`src/design/gdrm_pkg.sv`:
```
package gdrm_pkg;

	localparam int MAX_RECO_DEF = 16;
	localparam int MAX_REF_DEF  = 16;
	localparam int OUT_LIMIT    = 16;
	localparam logic [25:0] RADIUS_SQ_RESET = 26'd271900;

	localparam logic [1:0] MODE_RECO  = 2'd0;
	localparam logic [1:0] MODE_REF   = 2'd1;
	localparam logic [1:0] MODE_RUN   = 2'd2;
	localparam logic [1:0] MODE_SPARE = 2'd3;

	typedef enum logic [2:0] {
		ST_IDLE,
		ST_SCAN,
		ST_PICK,
		ST_EMIT,
		ST_WAIT
	} state_t;

	// Commands from the controller to the datapath.
	typedef struct packed {
		logic load_reco;
		logic load_ref;
		logic scan_start;
		logic scan_step;
		logic take_best;
		logic emit_start;
		logic emit_next;
		logic clear_event;
	} dp_cmd_t;

	// Status from the datapath to the controller.
	typedef struct packed {
		logic scan_last;
		logic scan_done;
		logic found;
		logic emit_last;
		logic no_reco;
	} dp_stat_t;

endpackage

```
`src/design/gdrm_datapath.sv`:
```
module gdrm_datapath #(
	parameter int MAX_RECO = gdrm_pkg::MAX_RECO_DEF,
	parameter int MAX_REF  = gdrm_pkg::MAX_REF_DEF
) (
	input  logic               clk,
	input  logic               arst_n,
	input  gdrm_pkg::dp_cmd_t  cmd,
	output gdrm_pkg::dp_stat_t stat,
	input  logic [25:0]        radius_sq_limit,
	input  logic signed [12:0] in_eta,
	input  logic [11:0]        in_phi,
	output logic [3:0]         out_reco_index,
	output logic [3:0]         out_ref_index,
	output logic               out_matched,
	output logic               out_last
);

	localparam int RI_W = (MAX_RECO > 1) ? $clog2(MAX_RECO) : 1;
	localparam int FI_W = (MAX_REF > 1) ? $clog2(MAX_REF) : 1;
	localparam int RC_W = $clog2(MAX_RECO + 1);
	localparam int FC_W = $clog2(MAX_REF + 1);
	localparam int NOUT = (MAX_RECO < gdrm_pkg::OUT_LIMIT) ? MAX_RECO : gdrm_pkg::OUT_LIMIT;
	localparam int NO_W = $clog2(NOUT + 1);

	logic signed [12:0] reco_eta_q [MAX_RECO];
	logic [11:0]        reco_phi_q [MAX_RECO];
	logic signed [12:0] ref_eta_q  [MAX_REF];
	logic [11:0]        ref_phi_q  [MAX_REF];

	logic [RC_W-1:0]     reco_count_q;
	logic [FC_W-1:0]     ref_count_q;
	logic [MAX_RECO-1:0] reco_taken_q;
	logic [MAX_REF-1:0]  ref_taken_q;
	logic [MAX_RECO-1:0] assign_valid_q;
	logic [FI_W-1:0]     assignment_q [MAX_RECO];

	logic [RI_W-1:0] i_q;
	logic [FI_W-1:0] j_q;
	logic            found_q;
	logic [25:0]     best_q;
	logic [RI_W-1:0] bi_q;
	logic [FI_W-1:0] bj_q;
	logic            scan_done_q;

	// Pair stage 1: operands registered; stage 2: squared distance.
	logic signed [12:0] a_eta_s1, b_eta_s1;
	logic [11:0]        a_phi_s1, b_phi_s1;
	logic               ok_s1, last_s1;
	logic [RI_W-1:0]    i_s1;
	logic [FI_W-1:0]    j_s1;
	logic [26:0]        d_s2;
	logic               ok_s2, last_s2;
	logic [RI_W-1:0]    i_s2;
	logic [FI_W-1:0]    j_s2;

	logic [RC_W-1:0] emit_q;
	logic [NO_W-1:0] nout;

	logic signed [13:0] de;
	logic [13:0]        ade;
	logic [11:0]        dp_raw;
	logic [11:0]        dp;
	logic               pair_last;
	logic               pair_ok;

	assign nout = (reco_count_q > RC_W'(NOUT)) ? NO_W'(NOUT) : NO_W'(reco_count_q);
	assign pair_ok = (RC_W'(i_q) < reco_count_q) && (FC_W'(j_q) < ref_count_q)
		&& !reco_taken_q[i_q] && !ref_taken_q[j_q];
	assign pair_last = (j_q == FI_W'(MAX_REF - 1)) && (i_q == RI_W'(MAX_RECO - 1));

	always_comb begin
		de = 14'(a_eta_s1) - 14'(b_eta_s1);
		ade = de[13] ? 14'(-de) : 14'(de);
		dp_raw = a_phi_s1 - b_phi_s1;
		dp = (dp_raw > 12'd2048) ? 12'(13'd4096 - 13'(dp_raw)) : dp_raw;
	end

	always_ff @(posedge clk) begin
		if (cmd.load_reco && reco_count_q < RC_W'(MAX_RECO)) begin
			reco_eta_q[reco_count_q[RI_W-1:0]] <= in_eta;
			reco_phi_q[reco_count_q[RI_W-1:0]] <= in_phi;
		end
		if (cmd.load_ref && ref_count_q < FC_W'(MAX_REF)) begin
			ref_eta_q[ref_count_q[FI_W-1:0]] <= in_eta;
			ref_phi_q[ref_count_q[FI_W-1:0]] <= in_phi;
		end
		a_eta_s1 <= reco_eta_q[i_q];
		a_phi_s1 <= reco_phi_q[i_q];
		b_eta_s1 <= ref_eta_q[j_q];
		b_phi_s1 <= ref_phi_q[j_q];
		i_s1 <= i_q;
		j_s1 <= j_q;
		d_s2 <= 27'(ade * ade) + 27'(dp * dp);
		i_s2 <= i_s1;
		j_s2 <= j_s1;
	end

	always_ff @(posedge clk or negedge arst_n) begin
		if (!arst_n) begin
			reco_count_q <= '0;
			ref_count_q <= '0;
			reco_taken_q <= '0;
			ref_taken_q <= '0;
			assign_valid_q <= '0;
			i_q <= '0;
			j_q <= '0;
			found_q <= 1'b0;
			best_q <= '0;
			bi_q <= '0;
			bj_q <= '0;
			scan_done_q <= 1'b0;
			ok_s1 <= 1'b0;
			last_s1 <= 1'b0;
			ok_s2 <= 1'b0;
			last_s2 <= 1'b0;
			emit_q <= '0;
			for (int k = 0; k < MAX_RECO; k++) assignment_q[k] <= '0;
		end else begin
			if (cmd.load_reco && reco_count_q < RC_W'(MAX_RECO))
				reco_count_q <= reco_count_q + 1'b1;
			if (cmd.load_ref && ref_count_q < FC_W'(MAX_REF))
				ref_count_q <= ref_count_q + 1'b1;

			ok_s1 <= 1'b0;
			last_s1 <= 1'b0;
			ok_s2 <= ok_s1;
			last_s2 <= last_s1;
			scan_done_q <= 1'b0;

			if (cmd.scan_start) begin
				i_q <= '0;
				j_q <= '0;
				found_q <= 1'b0;
			end else if (cmd.scan_step) begin
				ok_s1 <= pair_ok;
				last_s1 <= pair_last;
				if (j_q == FI_W'(MAX_REF - 1)) begin
					j_q <= '0;
					i_q <= i_q + 1'b1;
				end else begin
					j_q <= j_q + 1'b1;
				end
			end

			// Strict compares keep the first pair in scan order on ties.
			if (ok_s2 && d_s2 < 27'(radius_sq_limit) && (!found_q || d_s2 < 27'(best_q))) begin
				found_q <= 1'b1;
				best_q <= d_s2[25:0];
				bi_q <= i_s2;
				bj_q <= j_s2;
			end
			if (last_s2) scan_done_q <= 1'b1;

			if (cmd.take_best) begin
				reco_taken_q[bi_q] <= 1'b1;
				ref_taken_q[bj_q] <= 1'b1;
				assign_valid_q[bi_q] <= 1'b1;
				assignment_q[bi_q] <= bj_q;
			end

			if (cmd.emit_start) emit_q <= '0;
			else if (cmd.emit_next) emit_q <= emit_q + 1'b1;

			if (cmd.clear_event) begin
				reco_count_q <= '0;
				ref_count_q <= '0;
				reco_taken_q <= '0;
				ref_taken_q <= '0;
				assign_valid_q <= '0;
			end
		end
	end

	always_comb begin
		stat.scan_last = pair_last;
		stat.scan_done = scan_done_q;
		stat.found = found_q;
		stat.emit_last = (NO_W'(emit_q) + 1'b1 == nout);
		stat.no_reco = (reco_count_q == '0);
		out_reco_index = 4'(emit_q);
		out_matched = assign_valid_q[emit_q[RI_W-1:0]];
		out_ref_index = out_matched ? 4'(assignment_q[emit_q[RI_W-1:0]]) : 4'd0;
		out_last = stat.emit_last;
	end

endmodule

```
`src/design/gdrm_ctrl.sv`:
```
module gdrm_ctrl (
	input  logic               clk,
	input  logic               arst_n,
	input  logic               in_valid,
	output logic               in_ready,
	input  logic [1:0]         in_mode,
	output logic               out_load,
	input  logic               out_free,
	output gdrm_pkg::dp_cmd_t  cmd,
	input  gdrm_pkg::dp_stat_t stat
);

	gdrm_pkg::state_t state_q, state_d;

	always_ff @(posedge clk or negedge arst_n) begin
		if (!arst_n) state_q <= gdrm_pkg::ST_IDLE;
		else state_q <= state_d;
	end

	always_comb begin
		logic acc;
		acc = 1'b0;
		state_d = state_q;
		cmd = '0;
		in_ready = 1'b0;
		out_load = 1'b0;
		unique case (state_q)
			gdrm_pkg::ST_IDLE: begin
				in_ready = 1'b1;
				acc = in_valid;
				if (acc) begin
					cmd.load_reco = (in_mode == gdrm_pkg::MODE_RECO);
					cmd.load_ref = (in_mode == gdrm_pkg::MODE_REF);
					if (in_mode == gdrm_pkg::MODE_RUN) begin
						cmd.scan_start = 1'b1;
						state_d = gdrm_pkg::ST_SCAN;
					end
				end
			end
			gdrm_pkg::ST_SCAN: begin
				cmd.scan_step = 1'b1;
				// The last pair is issued; let the pipeline drain.
				if (stat.scan_last) state_d = gdrm_pkg::ST_WAIT;
			end
			gdrm_pkg::ST_WAIT: begin
				if (stat.scan_done) state_d = gdrm_pkg::ST_PICK;
			end
			gdrm_pkg::ST_PICK: begin
				if (stat.found) begin
					cmd.take_best = 1'b1;
					cmd.scan_start = 1'b1;
					state_d = gdrm_pkg::ST_SCAN;
				end else if (stat.no_reco) begin
					cmd.clear_event = 1'b1;
					state_d = gdrm_pkg::ST_IDLE;
				end else begin
					cmd.emit_start = 1'b1;
					state_d = gdrm_pkg::ST_EMIT;
				end
			end
			gdrm_pkg::ST_EMIT: begin
				if (out_free) begin
					out_load = 1'b1;
					cmd.emit_next = 1'b1;
					if (stat.emit_last) begin
						cmd.clear_event = 1'b1;
						state_d = gdrm_pkg::ST_IDLE;
					end
				end
			end
			default: state_d = gdrm_pkg::ST_IDLE;
		endcase
	end

endmodule

```
`src/design/greedy_delta_r_jet_matcher.sv`:
```
// Channel    Direction  Contents
// s_axis     in         tdata = mode[1:0], eta[14:2], phi[26:15]
// m_axis     out        tdata = reco_index[3:0], ref_index[7:4], matched[8]; tlast = last
// cfg        in         radius_sq_limit, written when cfg_we is high
// A run scans every reco/reference slot pair once per greedy selection, for up to
// MAX_RECO+1 passes, all through the single shared distance unit; then one result per
// reco jet, at most OUT_LIMIT.
// Reset clears the counts and flags and returns the limit to its default; jet
// stores are filled by loads.
// A stalled output holds the emit sequencer; input is not taken during a run.
module greedy_delta_r_jet_matcher #(
	parameter int MAX_RECO = gdrm_pkg::MAX_RECO_DEF,
	parameter int MAX_REF  = gdrm_pkg::MAX_REF_DEF
) (
	input  logic        clk,
	input  logic        arst_n,
	input  logic        s_axis_tvalid,
	output logic        s_axis_tready,
	input  logic [31:0] s_axis_tdata,  // mode, eta, phi from the lowest bit up
	output logic        m_axis_tvalid,
	input  logic        m_axis_tready,
	output logic [15:0] m_axis_tdata,  // reco_index, ref_index, matched from the lowest bit up
	output logic        m_axis_tlast,
	input  logic        cfg_we,
	input  logic [25:0] cfg_wdata
);

	logic [25:0] radius_q;
	gdrm_pkg::dp_cmd_t  cmd;
	gdrm_pkg::dp_stat_t stat;
	logic [3:0] r_idx, f_idx;
	logic       r_match, r_last, out_load, out_free;
	logic [8:0] obuf_q;
	logic       olast_q, ovalid_q;

	always_ff @(posedge clk or negedge arst_n) begin
		if (!arst_n) radius_q <= gdrm_pkg::RADIUS_SQ_RESET;
		else if (cfg_we) radius_q <= cfg_wdata;
	end

	gdrm_ctrl u_ctrl (
		.clk(clk), .arst_n(arst_n),
		.in_valid(s_axis_tvalid), .in_ready(s_axis_tready),
		.in_mode(s_axis_tdata[1:0]),
		.out_load(out_load), .out_free(out_free),
		.cmd(cmd), .stat(stat)
	);

	gdrm_datapath #(.MAX_RECO(MAX_RECO), .MAX_REF(MAX_REF)) u_dp (
		.clk(clk), .arst_n(arst_n), .cmd(cmd), .stat(stat),
		.radius_sq_limit(radius_q),
		.in_eta(s_axis_tdata[14:2]), .in_phi(s_axis_tdata[26:15]),
		.out_reco_index(r_idx), .out_ref_index(f_idx),
		.out_matched(r_match), .out_last(r_last)
	);

	// Output register: free when empty or being drained this cycle.
	assign out_free = !ovalid_q || m_axis_tready;

	always_ff @(posedge clk or negedge arst_n) begin
		if (!arst_n) ovalid_q <= 1'b0;
		else if (out_free) ovalid_q <= out_load;
	end

	always_ff @(posedge clk) begin
		if (out_load) begin
			obuf_q <= {r_match, f_idx, r_idx};
			olast_q <= r_last;
		end
	end

	assign m_axis_tvalid = ovalid_q;
	assign m_axis_tdata = {7'd0, obuf_q};
	assign m_axis_tlast = olast_q;

endmodule
```
`config.mk`:
```
export PLATFORM = sky130hd
export DESIGN_NAME = greedy_delta_r_jet_matcher
export DESIGN_NICKNAME = d
export VERILOG_FILES = /design/src/design/gdrm_pkg.sv /design/src/design/gdrm_datapath.sv /design/src/design/gdrm_ctrl.sv /design/src/design/greedy_delta_r_jet_matcher.sv
export SDC_FILE = /design/constraint.sdc
export NUM_CORES = 2
export LEC_CHECK = 0
export BUFFER_PORTS_ARGS = -buffer_cell sky130_fd_sc_hd__buf_2
export CORE_MARGIN = 2
export CORE_UTILIZATION = 60
export CTS_BUF_LIST = sky130_fd_sc_hd__clkbuf_16
export DETAILED_ROUTE_END_ITERATION = 8
export GPL_ROUTABILITY_DRIVEN = 0
export PLACE_DENSITY = 0.76
export SLEW_MARGIN = 10
export SYNTH_ARGS = -nofsm -noshare
export SYNTH_HDL_FRONTEND = slang
export SYNTH_SLANG_ARGS = --single-unit
```
`constraint.sdc`:
```
create_clock -name clk -period 10.2 [get_ports clk]
set_input_delay 0.51 -clock clk [delete_from_list [all_inputs] [get_ports clk]]
set_output_delay 0.51 -clock clk [all_outputs]
set_load 0.05 [all_outputs]
```
======== Word-level counts from Yosys, hierarchy flattened ========
Memories as Yosys holds them, arrays and structs flattened. A register that Yosys moved wholly into a read port is not among the register bits.
Cells that the tools add are included.
cells by class
  equal/unequal tests ..................... 15
  reductions and logical operators ........ 29
  muxes and demuxes ....................... 75
  bitwise gates (word level) .............. 5
  multiply operators ...................... 2
  add/subtract/negate cells ............... 10
  $lt $le $gt $ge ......................... 18
operators with widths
  cell                                                    count
  2-to-1 mux 16 bit                                       6
  bitwise mux 64 bit                                      1
  < comparator 27 x 26 -> 1 bit                           2
  OR 16 bit                                               3
  2-to-1 mux 4 bit                                        9
  2-to-1 mux 5 bit                                        7
  2-to-1 mux 1 bit                                        28
  adder 27 x 24 -> 27 bit                                 1
  multiplier 14 x 14 -> 27 bit                            1
  < comparator 4 x 5 -> 1 bit (second input constant)     5
  multiplier 12 x 12 -> 24 bit                            1
  2-to-1 mux 3 bit                                        7
  binary-select mux 4 bit (select 4 bit)                  1
  demux 4 bit (select 4 bit)                              1
  adder 5 x 1 -> 5 bit (second input constant)            3
  one-hot mux 3 bit (5 select lines)                      1
  2-to-1 mux 14 bit                                       1
  negation 14 bit                                         1
  nonzero test 2 bit                                      7
  subtractor 13 x 13 -> 14 bit                            1
  binary-select mux 1 bit (select 4 bit)                  3
  greater-than comparator 12 bit (second input constant)  1
  2-to-1 mux 12 bit                                       1
  subtractor 1 x 12 -> 12 bit (first input constant)      1
  29 further kinds                                        61
word-level totals
  memories ................................ 4
  output and inout port bits .............. 19
  word-level logic and storage cells ...... 202
  input bits .............................. 63
  RAM bits ................................ 800
  register bits after elaboration ......... 258
memories
  name             depth  bits a word  read ports  clocked after Yosys merged registers in  write ports  RTL line             text
  u_dp.reco_eta_q  16     13           1           1                                        1            gdrm_datapath.sv:25  logic signed [12:0] reco_eta_q [MAX_RECO];
  u_dp.ref_eta_q   16     13           1           1                                        1            gdrm_datapath.sv:27  logic signed [12:0] ref_eta_q [MAX_REF];
  u_dp.reco_phi_q  16     12           1           1                                        1            gdrm_datapath.sv:26  logic [11:0] reco_phi_q [MAX_RECO];
  u_dp.ref_phi_q   16     12           1           1                                        1            gdrm_datapath.sv:28  logic [11:0] ref_phi_q [MAX_REF];

======== Depth between registers and ports, before layout ========
  depth after elaboration ................. 8
  depth in mapped cells ................... 37

======== Hierarchy ========
Synthesis repeated with hierarchy kept, for this count alone.
second synthesis, totals
  cells, all modules ...................... 3487
  area, all modules ....................... 54358.4 µm²
by module, submodules not included
  module                      area each (µm²)  instances  cells an instance
  gdrm_datapath               52571.7          1          3374
  greedy_delta_r_jet_matcher  1472.7           1          76
  gdrm_ctrl                   314.1            1          37

======== Least setup slack after synthesis ========
No wires, ideal clock.
  kind .................................... reg2reg
  start point ............................. register u_dp.a_eta_s1[0], read port of u_dp.reco_eta_q
  end point ............................... register u_dp.d_s2[25]
  arrival ................................. 8.894 ns
  setup time .............................. 0.123 ns
  required time ........................... 10.077 ns
  cell stages (with the launch flop) ...... 33
  setup slack ............................. 1.182 ns
  period minus slack after synthesis ...... 9.018 ns
  path buffers ............................ 1
  cell sequence ........................... dfxtp_1 -> inv_1 -> ha_1 -> fa_1 -> nand2b_1 -> a21oi_1 -> o31a_1 -> o22ai_1 -> or4b_4 -> o31ai_1 -> xor2_1 -> clkbuf_1 -> or2_1 -> fa_1 -> fa_1 -> fa_1 -> fa_1 -> inv_1 -> fa_1 -> fa_1 -> inv_1 -> fa_1 -> inv_1 -> ha_1 -> and3_1 -> and4_1 -> a211oi_1 -> a211oi_1 -> or4_1 -> a31oi_1 -> o21a_1 -> a21oi_1 -> xor2_1
on the way
  word-level cells in the longest chain between the ends .. 5
ends and longest elaborated chain
  what                              RTL line             text
  from (decl)                       gdrm_datapath.sv:46  logic signed [12:0] a_eta_s1, b_eta_s1;
  subtractor 13 x 13 -> 14 bit (*)  gdrm_datapath.sv:72  de = 14'(a_eta_s1) - 14'(b_eta_s1);
  negation 14 bit                   gdrm_datapath.sv:73  ade = de[13] ? 14'(-de) : 14'(de);
  2-to-1 mux 14 bit (*)             gdrm_datapath.sv:73
  multiplier 14 x 14 -> 27 bit (*)  gdrm_datapath.sv:93  d_s2 <= 27'(ade * ade) + 27'(dp * dp);
  adder 27 x 24 -> 27 bit (*)       gdrm_datapath.sv:93
  to (signal assigned)              gdrm_datapath.sv:93
  to (decl)                         gdrm_datapath.sv:51  logic [26:0] d_s2;
Every way passes the cells marked *; elsewhere a longest branch is shown, timed or not.
A chain may end at the register's enable or synchronous reset.

======== Worst setup path in the final report ========
Same ends and word-level chain as after synthesis.

==> out/qor.yml <==
status: "finished, final reports clean"
drt_iter0_markers: 2975
critPathLaunchType: "flop"
antenna_left: 0
clock_skew_ns: 0.04523
syn_area_mm2: 0.05413
insertion_delay_ns: 0.71
mostFrequentLayoutCells: "edfxtp_1 (810), inv_1 (461), nor2_1 (250)"
cap_violations: 0
ios: 82
cts_setup_buffers: 0
core_mm2: 0.08974
syn_avg_cell_area_um2: 14.68
ys.flop_type: "edfxtp_1"
die_h_um: 304.4
place_hpwl_um: 74350
synth_area_leaders: "edfxtp_1 (45%), dfrtp_1 (9.2%), fa_1 (9.1%), mux4_2 (8.4%), ha_1 (4.9%)"
required_ns: 10.76
slowest_stage: "or4b_4"
hold_class: "in2async"
met2_usage_pct: 42.81
slew_headroom_pct: 18.79
yosysSeqAreaShare_pct: 57.87
post_drt_via_cell_ratio: 6.009
end_kind: "flop"
antenna_found_initial: 2
design.die.area_mm2: 0.09264
met3_usage_pct: 3.517
grt_overflow: 0
fin_tns_setup_ns: 0
yosysTopAreaCell: "edfxtp_1"
crit_arrival_ns: 10.24
final_area_mm2: 0.05960
postSynthCellCount: 3687
firstDrtPassIters: 7
final.min_clock_period_ns: 9.678
yosys.area.top_type_share_pct: 44.94
dieWidth_um: 304.4
path_max_fanout: 13
final_common_cell: "edfxtp_1"
grt_max_degree: 133
yosysWarnings: 0
wl_per_cell_um: 23.32
crit_path_max_incr_delay_ns: 0.60
track_usage_pct: 26.04
portBuffers: 69
grt_first_pass_wirelength_um: 182800
worst_slew_pin_slew_ns: 1.215
numCtsBuffers: 107
finalSetupViolCount: 0
drcViolationCount: 0
ys_types: 76
num_antenna_cells: 0
hold_viol: 0
clk_pin_slew_ns: 0.06
start_util_pct: 60.32
nets: 4344
ys_ff_latch: 1108
vias: 30588
grt_use_met1_pct: 36.35
first_global_vias: 31281
rsz0062_at_grt: "true"
clockBufferDepth: 3
cts_tree: "yes"
root_buffer: "clkbuf_16"
utilization_pct: 66.42
core.rowCount: 110
drive_above_1_share_pct: 17.32
routed_wl_um: 118700
h-tree-depth: 3
path_class: "reg2reg"
clock.fmax_ghz: 0.1033
min_period_over_period_pct: 94.89
drv_slew: 0
grt-busiest-layer: "met2"
crit_top_cell: "fa_1"
syn_to_final_growth_pct: 10.12
cts_num_sinks: 1108
ys_async_sr_fraction_pct: 18.50
place_area_mm2: 0.05614
synth_edf_count: 810
-- metrics by stage --
stage | setup slack (ns) | instances | hold slack [ns]
6_report | 0.5217 | 5090 | 0.02578
4_1_cts | 0.4014 | 5090 | 0.001597
5_1_grt | -0.006951 | 5090 | 0.03450
3_5_place_dp | 0.4733 | 4886 | 0.3121
2_1_floorplan | 1.182 | 3708 | 0.2144
3_3_place_gp | 0.6234 | 4886 | 0.3097
-- Yosys cell counts, drive strengths merged, types with 13 or more instances --
cell type  number
ha            213
dfxtp          93
mux2i          98
and2           28
nor2b          15
mux2          109
nand2b         33
a21o           27
or2            23
nand4          14
o21a           20
nor4           13
a22oi          32
a221oi         29
clkbuf        105
edfxtp        810
a21oi          96
o21ai         106
xor2           31
nand2         190
nor2          256
buf            39
nor3           36
nand3          17
fa            246
xnor2          52
mux4          202
dfrtp         198
inv           430
-- metal layers --
metal,vias to the layer above,wire length [µm]
met5,-,13
met3,210,8004
met1,15706,48440
met2,1183,58410
li1,13487,-
met4,2,3811
-- flip-flops by register name (all words and copies together), names as in the netlist, 13 cells and up --
name,count
radius_q,26
u_dp.assignment_q,64
u_dp.ref_taken_q,16
u_dp.d_s2,27
u_dp.reco_eta_q,208
u_dp.b_eta_s1,13
u_dp.reco_phi_q,192
u_dp.reco_taken_q,16
u_dp.assign_valid_q,16
u_dp.best_q,26
u_dp.ref_eta_q,208
u_dp.ref_phi_q,192
u_dp.a_eta_s1,13
-- area by class of cell --
cell class,count,area [µm²]
inverter,433,1625
tap,1176,1471
clock buffer,108,2703
sequential,1108,31340
multi-input combinational,2023,20800
timing repair buffer,149,974.7
fill,6213,30130
clock inverter,93,685.7
-- final timing paths --
kind / start / endpoint / slack, ns / depth (start not counted)
setup / recovery: u_dp.a_eta_s1[0]$_DFF_P_ / u_dp.d_s2[25]$_DFF_P_ / 0.52 / 32
hold / removal: arst_n / u_dp.assignment_q[18]$_DFFE_PN0P_ / 0.03 / 1
setup reg to reg: u_dp.a_eta_s1[0]$_DFF_P_ / u_dp.d_s2[25]$_DFF_P_ / 0.52 / 32
hold reg to reg: u_dp.i_s1[0]$_DFF_P_ / u_dp.i_s2[0]$_DFF_P_ / 0.30 / 0
max in group asynchronous: arst_n / u_dp.i_q[3]$_DFFE_PN0P_ / 8.53 / 2
min in group clk: cfg_wdata[25] / radius_q[25]$_DFFE_PN0P_ / 0.03 / 3
-- critical path, delay by kind of cell (launching register included) --
family	cells	cell delay, ns
buffers and inverters	5	0.39
adders and majority gates	10	4.40
and+or+nand+nor	6	2.02
AOI/OAI and AO/OA	9	2.16
xor gates and xnor gates	2	0.24
DFF	1	0.31
-- what timing repair did --
action	CTS	global route
endpoints found under the hold margin	3	0
gates resized for setup	0	7
setup endpoints to repair	0	4
hold buffers	3	0
-- kinds of logic after synthesis --
kind of cell,Yosys count,share of synthesized area (%)
other cells,2,0.01387
compound gates,382,4.512
mux,409,12.48
xor+xnor,83,1.343
buf+inv,577,4.101
fa+ha+maj,459,14.02
flops,1108,57.87
simple gates,667,5.656
Power is left out: the tool's default activity adds up to more than one toggle a clock period on the data nets, which glitch-free logic cannot reach.
